<file path="config.mk">
export PLATFORM = sky130hd
export DESIGN_NAME = system_tick_timer_unit
export DESIGN_NICKNAME = d
export VERILOG_FILES = /design/src/rtl/stt_pkg.sv /design/src/rtl/stt_core.sv /design/src/rtl/system_tick_timer_unit.sv
export SDC_FILE = /design/constraint.sdc
export NUM_CORES = 1
export LEC_CHECK = 0
export ABC_AREA = 1
export BUFFER_PORTS_ARGS = -buffer_cell sky130_fd_sc_hd__buf_2
export CORE_ASPECT_RATIO = 0.6
export CORE_UTILIZATION = 53
export DETAILED_ROUTE_END_ITERATION = 8
export PLACE_DENSITY = 0.67
export RECOVER_POWER = 100
export SLEW_MARGIN = 20
export SYNTH_ARGS = -nofsm -noshare
export SYNTH_HDL_FRONTEND = slang
export SYNTH_SLANG_ARGS = --single-unit
export TNS_END_PERCENT = 50
</file>
<file path="constraint.sdc">
create_clock -name i_clk -period 4.1 [get_ports i_clk]
set_input_delay 0.82 -clock i_clk [delete_from_list [all_inputs] [get_ports i_clk]]
set_output_delay 0.82 -clock i_clk [all_outputs]
set_load 0.02 [all_outputs]
</file>
<file path="src/rtl/stt_pkg.sv">
// ----------------------------------------------------------------------------
// stt_pkg: shared types and constants of the system tick timer
// Request and response word layouts, request kinds, register offsets and
// control bit positions.
// ----------------------------------------------------------------------------
package stt_pkg;

    // Request kinds carried in req_type.
    localparam logic [1:0] REQ_TICK  = 2'd0;
    localparam logic [1:0] REQ_READ  = 2'd1;
    localparam logic [1:0] REQ_WRITE = 2'd2;

    // Register byte offsets.
    localparam logic [4:0] OFF_CTRL   = 5'd0;
    localparam logic [4:0] OFF_STATUS = 5'd4;
    localparam logic [4:0] OFF_CNT_LO = 5'd8;
    localparam logic [4:0] OFF_CNT_HI = 5'd12;
    localparam logic [4:0] OFF_CMP_LO = 5'd16;
    localparam logic [4:0] OFF_CMP_HI = 5'd20;

    // Control register bit positions.
    localparam int unsigned CTL_ENABLE_BIT   = 0;
    localparam int unsigned CTL_IRQ_EN_BIT   = 1;
    localparam int unsigned CTL_FROM_CMP_BIT = 4;
    localparam int unsigned CTL_RELOAD_BIT   = 5;
    localparam int unsigned CTL_SWI_BIT      = 31;

    // Status register flag bit.
    localparam int unsigned SR_FLAG_BIT = 0;

    typedef struct packed {
        logic [1:0]  req_type;
        logic [4:0]  reg_offset;
        logic [31:0] write_data;
    } t_req;

    typedef struct packed {
        logic [31:0] read_data;
        logic        bad_address;
        logic        tick_irq;
        logic        soft_irq;
    } t_rsp;

endpackage

</file>
<file path="src/rtl/stt_core.sv">
// ----------------------------------------------------------------------------
// stt_core: register bank and tick counter of the system tick timer
// Holds the timer state, decodes one request word and forms its response.
// ----------------------------------------------------------------------------
module stt_core (
    input  logic          i_clk,
    input  logic          i_rst_n,
    input  logic          i_accept,
    input  stt_pkg::t_req i_req,
    output stt_pkg::t_rsp o_rsp
);
    import stt_pkg::*;

    logic [31:0] r_control, n_control;
    logic        r_status, n_status;
    logic [63:0] r_count, n_count;
    logic [63:0] r_compare, n_compare;
    logic [63:0] r_elapsed, n_elapsed;

    logic [63:0] elapsed_inc;
    logic [31:0] wdata;
    t_rsp        rsp;

    assign elapsed_inc = r_elapsed + 64'd1;
    assign wdata       = i_req.write_data;

    always_comb begin
        n_control = r_control;
        n_status  = r_status;
        n_count   = r_count;
        n_compare = r_compare;
        n_elapsed = r_elapsed;
        rsp       = '0;

        case (i_req.req_type)
            REQ_TICK: begin
                if (r_control[CTL_ENABLE_BIT]) begin
                    n_elapsed = elapsed_inc;
                    if (elapsed_inc >= r_compare) begin
                        n_elapsed    = '0;
                        n_status     = 1'b1;
                        rsp.tick_irq = r_control[CTL_IRQ_EN_BIT];
                    end
                end
            end
            REQ_READ: begin
                unique case (i_req.reg_offset)
                    OFF_CTRL:   rsp.read_data = r_control;
                    OFF_STATUS: rsp.read_data = {31'd0, r_status};
                    OFF_CNT_LO: rsp.read_data = r_count[31:0];
                    OFF_CNT_HI: rsp.read_data = r_count[63:32];
                    OFF_CMP_LO: rsp.read_data = r_compare[31:0];
                    OFF_CMP_HI: rsp.read_data = r_compare[63:32];
                    default:    rsp.bad_address = 1'b1;
                endcase
            end
            REQ_WRITE: begin
                unique case (i_req.reg_offset)
                    OFF_CTRL: begin
                        n_control = wdata;
                        if (wdata[CTL_RELOAD_BIT]) begin
                            n_count = wdata[CTL_FROM_CMP_BIT] ? r_compare : 64'd0;
                        end
                        rsp.soft_irq = wdata[CTL_SWI_BIT];
                    end
                    OFF_STATUS: begin
                        if (!wdata[SR_FLAG_BIT]) begin
                            n_status = 1'b0;
                        end
                    end
                    OFF_CNT_LO: n_count[31:0]    = wdata;
                    OFF_CNT_HI: n_count[63:32]   = wdata;
                    OFF_CMP_LO: n_compare[31:0]  = wdata;
                    OFF_CMP_HI: n_compare[63:32] = wdata;
                    default:    rsp.bad_address  = 1'b1;
                endcase
            end
            default: begin
                // Unused request kind: no state change, all-zero response.
            end
        endcase
    end

    always_ff @(posedge i_clk) begin
        if (!i_rst_n) begin
            r_control <= '0;
            r_status  <= 1'b0;
            r_count   <= '0;
            r_compare <= '0;
            r_elapsed <= '0;
        end else if (i_accept) begin
            r_control <= n_control;
            r_status  <= n_status;
            r_count   <= n_count;
            r_compare <= n_compare;
            r_elapsed <= n_elapsed;
        end
    end

    assign o_rsp = rsp;

    // A tick interrupt always leaves the status flag set.
    a_tick_sets_status: assert property (@(posedge i_clk) disable iff (!i_rst_n)
        (i_accept && rsp.tick_irq) |=> r_status)
        else $error("tick interrupt without status flag");

    // A software interrupt only comes from a control write with bit 31 set.
    a_swi_source: assert property (@(posedge i_clk) disable iff (!i_rst_n)
        rsp.soft_irq |-> (i_req.req_type == REQ_WRITE && i_req.reg_offset == OFF_CTRL
                          && wdata[CTL_SWI_BIT]))
        else $error("software interrupt from a wrong request");

    // An unmapped access leaves every register untouched.
    a_bad_no_effect: assert property (@(posedge i_clk) disable iff (!i_rst_n)
        (i_accept && rsp.bad_address) |=>
            ($stable(r_control) && $stable(r_count) && $stable(r_compare)
             && $stable(r_status) && $stable(r_elapsed)))
        else $error("unmapped access changed state");

    // The elapsed count restarts whenever a period elapses.
    a_period_restart: assert property (@(posedge i_clk) disable iff (!i_rst_n)
        (i_accept && i_req.req_type == REQ_TICK && r_control[CTL_ENABLE_BIT]
         && elapsed_inc >= r_compare) |=> (r_elapsed == 64'd0))
        else $error("elapsed count not restarted");

endmodule

</file>
<file path="src/rtl/system_tick_timer_unit.sv">
// ----------------------------------------------------------------------------
// system_tick_timer_unit: system tick timer with a 32-bit register interface
// A response word is registered: it becomes valid in the cycle after its request is accepted.
// Throughput: one request word per cycle while the receiver keeps taking responses; the
// single output register refills in the same cycle that its word is taken.
// Reset (synchronous, active low) clears the timer registers and the output valid.
// ----------------------------------------------------------------------------
module system_tick_timer_unit (
    input  logic          i_clk,
    input  logic          i_rst_n,
    input  logic          i_valid,
    output logic          o_ready,
    input  stt_pkg::t_req i_req,
    output logic          o_valid,
    input  logic          i_ready,
    output stt_pkg::t_rsp o_rsp
);
    import stt_pkg::*;

    // Each request word is one of: a timer tick, a register read or a
    // register write. Every accepted word yields exactly one response word.
    // The state update and the response are computed in the same cycle the
    // request is accepted; the response sits in r_rsp until it is taken.

    logic r_valid;
    t_rsp r_rsp;
    t_rsp core_rsp;
    logic accept;

    // A new word can enter whenever the output register is empty or is
    // being emptied in this cycle.
    assign o_ready = !r_valid || i_ready;
    assign accept  = i_valid && o_ready;

    stt_core u_core (
        .i_clk    (i_clk),
        .i_rst_n  (i_rst_n),
        .i_accept (accept),
        .i_req    (i_req),
        .o_rsp    (core_rsp)
    );

    // Output valid: set on acceptance, cleared when taken with nothing new.
    always_ff @(posedge i_clk) begin
        if (!i_rst_n) begin
            r_valid <= 1'b0;
        end else if (accept) begin
            r_valid <= 1'b1;
        end else if (i_ready) begin
            r_valid <= 1'b0;
        end
    end

    // Response payload needs no reset; it only loads on acceptance.
    always_ff @(posedge i_clk) begin
        if (accept) begin
            r_rsp <= core_rsp;
        end
    end

    assign o_valid = r_valid;
    assign o_rsp   = r_rsp;

    // Every accepted request is followed by a valid response word.
    a_accept_gives_valid: assert property (@(posedge i_clk) disable iff (!i_rst_n)
        accept |=> o_valid)
        else $error("accepted request produced no response");

    // An empty output register never blocks the input.
    a_empty_ready: assert property (@(posedge i_clk) disable iff (!i_rst_n)
        !o_valid |-> o_ready)
        else $error("input stalled while output is empty");

    // Read data only appears on responses with no other flag raised.
    a_rsp_exclusive: assert property (@(posedge i_clk) disable iff (!i_rst_n)
        (o_valid && o_rsp.read_data != 32'd0) |->
            (!o_rsp.bad_address && !o_rsp.tick_irq && !o_rsp.soft_irq))
        else $error("read data mixed with other response flags");

endmodule

</file>
---- After elaboration in Yosys (flattened, before gate mapping) ----
Index checks and enable logic that the tools add are counted.
storage, ports and cells
  bits in registers ....................... 261
  bits in latches ......................... 0
  bits in writable memories ............... 0
  ROM bits ................................ 0
  bits of input ports ..................... 43
  output and inout port bits .............. 37
  word-level logic and storage cells ...... 60
  memories ................................ 0
operators by class
  $add $sub $neg .......................... 1
  multiply operators ...................... 0
  divide/modulo/power cells ............... 0
  magnitude comparators ................... 1
  equal/unequal tests ..................... 12
  shift-type cells ........................ 0
  muxes and demuxes ....................... 14
  bitwise operators ....................... 0
  reductions and logical operators ........ 20
operator list
  cell                     number
  $mux W64                 3
  $pmux W32 S6             1
  $pmux W32 S2             2
  $add A64 B1 Y64 const B  1
  $ge A64 B64 Y1           1
  $reduce_and A3 Y1        5
  $eq A5 B4 Y1 const B     2
  $eq A5 B5 Y1 const B     2
  $reduce_and A4 Y1        2
  $reduce_bool A2 Y1       4
  $mux W1                  7
  $ne A2 B2 Y1 const B     3
  $reduce_and A6 Y1        1
  $reduce_or A6 Y1         1
  $eq A5 B3 Y1 const B     1
  $logic_not A5 Y1         1
  $ne A2 B1 Y1 const B     2
  $eq A2 B1 Y1 const B     1
  $eq A2 B2 Y1 const B     1
  $logic_not A2 Y1         1
  $pmux W1 S2              1
  $reduce_and A2 Y1        1
  $reduce_or A2 Y1         1
  $logic_and A1 B1 Y1      1
  other kinds (2)          2

---- Longest topological paths before layout ----
  word-level depth ........................ 5
  gate-level depth with buffers ........... 24
  gate-level depth less buffers ........... 24

---- Hierarchy ----
From an unflattened synthesis, not the netlist that was laid out.
unflattened totals
  cell total of the unflattened synthesis .. 1929
  area total of the unflattened synthesis .. 14214.9 um^2
modules (own cells, without submodules)
  module                  instances  cells an instance  area each (um^2)  sequential area each (um^2)
  stt_core                1          1887               13112.6           4504.3
  system_tick_timer_unit  1          42                 1102.3            1071.0

---- Least setup slack after synthesis ----
Ideal clock, no wire load.
  kind .................................... reg2reg
  from .................................... register u_core.r_elapsed[0]
  to ...................................... register r_rsp (netlist bit o_rsp[1]), data pin
  setup time .............................. 0.157 ns
  arrival time ............................ 3.049 ns
  data required time ...................... 3.943 ns
  slack ................................... 0.894 ns
  cell stages (with the launch flop) ...... 22
  buffers on the path ..................... 2
  clock period less this slack ............ 3.206 ns
  cell sequence ........................... dfxtp_1 > ha_1 > nand3_2 > nor2_2 > nand2_2 > nor2_4 > and3_1 > buf_4 > nand2_1 > xnor2_2 > ha_1 > nand2_1 > nor2_1 > nand2_1 > nor3_1 > nand2_1 > nor2_1 > nand2_1 > nand2_1 > inv_1 > buf_2 > nor3_1
on the way
  cells in the longest elaborated chain, start to end .. 3
RTL lines
  item                                line                          source
  from (decl)                         stt_core.sv:18                logic [63:0] r_elapsed, n_elapsed;
  from (signal assigned)              stt_core.sv:96                r_elapsed <= n_elapsed;
  $add A64 B1 Y64                     stt_core.sv:24                assign elapsed_inc = r_elapsed + 64'd1;
  $ge A64 B64 Y1                      stt_core.sv:39                if (elapsed_inc >= r_compare) begin
  $reduce_and A3 Y1 (no source line)  --
  to (signal assigned)                system_tick_timer_unit.sv:57  r_rsp <= core_rsp;
  to (decl)                           system_tick_timer_unit.sv:26  t_rsp r_rsp;
No other way between the ends.
A chain may end at the register's enable or synchronous reset.

---- Final worst setup path ----
  from .................................... register u_core.r_elapsed[13]
  to ...................................... register u_core.r_elapsed[54]
on the way
  cells in the longest elaborated chain, start to end .. 3
RTL lines
  item               line
  $add A64 B1 Y64 *  stt_core.sv:24
  $ge A64 B64 Y1     stt_core.sv:39
  $mux W64 *         stt_core.sv:39
Every way passes the cells marked *; elsewhere a longest branch is shown, timed or not.

==> impl_metrics.yaml <==
run_status:
  status: "finished, violations left"
  violations: "capacitance limit, slew limit"
critical_path:
  cp_slowest_stage_delay_ps: 420
  cp_top_family: "simple AND/OR/NAND/NOR gates"
  cpMostUsedCell: "nand2_1"
  crit_arrival_ps: 4300
  critPathKind: "reg2reg"
  worstSetupEndpointType: "flip-flop"
  cp_num_buf_inv: 2
  cpMaxStageDelayCell: "dfxtp_1"
  crit_path_max_fanout: 15
  cp_data_required_time_ps: 4570
  start_kind: "flip-flop"
  cp_cell_sequence: "nand2_1 > nor2_1 > nand2_1 > nor2_1 > xor2_1 > ha_1 > nand4_1 > nor2_1 > nand3_1 > nor2_1 > nor2_1 > nand2_1 > nand2_1 > nand2_1 > inv_1 > buf_12 > nand2_1 > a21oi_1"
final_layout:
  num_antenna_cells: 0
  regArea_um2: 5575
  nets: 2073
  fin_util_pct: 60.40
  drive_gt1_share_pct: 7.475
  multi_input_area_um2: 7277
  stdcell_area_um2: 15540
  syn2layout_area_growth_pct: 10.12
  fillerInstances: 2407
  fin_cells: 2332
power_and_ir_drop:
  combPwrFrac_pct: 4.7
  p_sw_mw: 1.263
  p_clk_share_pct: 46.0
  p_int_mw: 4.062
  leakage_nw: 6.018
  p_sw_share_pct: 23.72
  power_frac_seq_pct: 49.3
  powerDensity_nw_per_um2: 342.6
  worst_ir_drop_vdd_mv: 0.2948
clock_network:
  cts_tree: "yes"
  clockBufferDepth: 3
  clock_sinks: 261
  cts_buffers: 25
  ctsHtreeMaxLevel: 1
  postCtsSetupBuffers: 0
  clock_latency_ps: 550
  clockRootBuffer: "clkbuf_16"
  clkTransAtPathRegs_ps: 70
  cts_hold_buf: 0
worst_hold_path:
  holdCritPathClass: "reg2reg"
synthesis:
  synthesis.nets: 2044
  synth_ff_type: "dfxtp_1"
  synthCells: 1933
  synthArstFlopShare_pct: 0
  seq_area_frac_synth_pct: 39.50
  syn_avg_cell_area_um2: 7.301
  syn_area_um2: 14110
  yosys_warnings: 0
  synth_seq_cells: 261
  synth_edf_count: 35
  yosysUniqueCellTypes: 38
placed_design:
  routabilityCongestion: 1.023
  dpl.cell_count: 2287
  portBuffers: 79
  dp.final_hpwl_um: 31430
  placed_area_um2: 14830
sta:
  min_period_ps: 3829
  clock_skew_ps: 14.75
  setup_tns_ps: 0
  finalSetupViolations: 0
  relSlewSlack_pct: -41.02
  tightest_slew_ps: 2115
  timing.final.max_slew_violations: 120
  rsz0062_at_grt: "no"
  hold_viol_final: 0
  max_freq_mhz: 261.1
  post-route-period-util_pct: 93.40
route:
  wl_met1_um: 20280
  drc: 0
  routed_via_density: 5.793
  initialDrtViolationCount: 1694
  routedWlPerCell_um: 19.15
  dr_wl_met3_um: 4859
  top_layer_used: "met4"
  vias: 13510
  dr.pass1.iters: 6
  drt-total-wl_um: 44660
  ant_nets: 0
  wl_met2_um: 17920
grt:
  grt_pass1_wl_um: 68540
  grt_max_degree: 115
  grt.total_usage_pct: 32.53
  grt_pass1_vias: 12180
  antenna_found_initial: 0
  grt-ovfl-total: 0
die:
  rows: 45
  core_area_um2: 25730
  io_pins: 80
  die-width_um: 212.7
  die_y_um: 128.4
  initial_utilization_pct: 54.85
  die-area_um2: 27310
job:
  maxCapViolCount: 3
registers in the layout (all words and copies together) (netlist names):
name / count
o_rsp: 35
o_valid: 1
u_core.r_compare: 64
u_core.r_control: 32
u_core.r_count: 64
u_core.r_elapsed: 64
u_core.r_status: 1
final cells by class:
type | instances | share of cell area, %
multi-input combinational | 1340 | 46.82
sequential | 261 | 35.87
clock buffer | 32 | 4.468
tap | 352 | 2.834
inverter | 226 | 5.458
clock inverter | 13 | 0.9258
timing repair buffer | 108 | 3.615
routing by layer:
| layer | vias to the layer above | GRT usage, % |
|---|---|---|
| met5 | - | 0 |
| met3 | 79 | 8.226 |
| met1 | 6215 | 47.91 |
| met2 | 666 | 45.37 |
| met4 | 0 | 12.15 |
| li1 | 6550 | - |
cells in the final DEF, fill, tap and decap left out, drive strengths merged:
| master | count |
|---|---|
| a211oi | 32 |
| and3 | 2 |
| a221oi | 1 |
| nor3 | 30 |
| clkinv | 9 |
| nand3b | 2 |
| dfxtp | 226 |
| bufinv | 3 |
| nand4 | 20 |
| buf | 59 |
| nor2 | 141 |
| ha | 68 |
| a21boi | 1 |
| a31oi | 1 |
| o22ai | 32 |
| nor4 | 6 |
| nand3 | 32 |
| clkinvlp | 1 |
| xnor2 | 22 |
| a21o | 2 |
| xor2 | 39 |
| o21a | 2 |
| clkbuf | 81 |
| nand2 | 309 |
| a21oi | 254 |
| o21ai | 344 |
| edfxtp | 35 |
| inv | 226 |
stage by stage:
step	hold WS, ps	setup WS, ps	power (mW)
after floorplan	451.3	893.9	2.822
after global placement	461.4	329.1	2.931
after detailed placement	472.7	387.6	2.933
after CTS	482.6	347.0	5.342
after global routing	510.7	52.58	5.464
final	481.4	270.6	5.325
power by group through the flow:
stage | combinational (mW) | sequential [mW] | clock (mW)
finish | 0.251 | 2.62 | 2.45
global route | 0.270 | 2.62 | 2.57
CTS | 0.255 | 2.62 | 2.47
detailed placement | 0.253 | 2.68 | 0
global placement | 0.253 | 2.68 | 0
floorplan | 0.121 | 2.70 | 0
logic make-up after synthesis:
group | Yosys count | synth area share [%]
adders and majority gates | 68 | 6.028
and+or+nand+nor | 542 | 16.45
xor gates and xnor gates | 61 | 4.211
DFF | 261 | 39.50
buffers and inverters | 332 | 9.051
AOI/OAI and AO/OA | 669 | 24.75
what timing repair did:
item | 4_1_cts | 5_1_grt
endpoints found under the hold margin | 0 | 0
endpoints found under the setup margin | 0 | 57
resized for setup | 0 | 4
worst register-to-register path, stage by stage, from the launching register on:
cell,delay (ps)
dfxtp_1,420
nand2_1,140
nor2_1,190
nand2_1,150
nor2_1,360
xor2_1,300
ha_1,310
nand4_1,140
nor2_1,70
nand3_1,270
nor2_1,70
nor2_1,350
nand2_1,140
nand2_1,100
nand2_1,80
inv_1,260
buf_12,190
nand2_1,80
a21oi_1,130
Yosys cell counts (10+ instances only):
cell,n,share of area (%)
a211oi_1,32,1.7
a21oi_1,254,9.0
buf_2,16,0.57
clkbuf_1,85,2.3
dfxtp_1,226,32
edfxtp_1,35,7.4
ha_1,68,6.0
inv_1,217,5.8
nand2_1,306,8.1
nand3_1,27,0.96
nand4_1,19,0.84
nor2_1,128,3.4
nor2_2,10,0.44
nor3_1,22,0.78
o21ai_0,342,12
o22ai_1,32,1.4
xnor2_1,14,0.87
xor2_1,39,2.4
final timing paths:
kind / start / end / slack [ps] / cells after the start
max reg2reg: u_core.r_elapsed[13] / u_core.r_elapsed[54] / 270 / 18
min reg2reg: u_core.r_elapsed[63] / u_core.r_elapsed[63] / 480 / 2
min: u_core.r_elapsed[63] / u_core.r_elapsed[63] / 480 / 2
max: u_core.r_elapsed[13] / u_core.r_elapsed[54] / 270 / 18
Power figures use the tool's default switching activity.
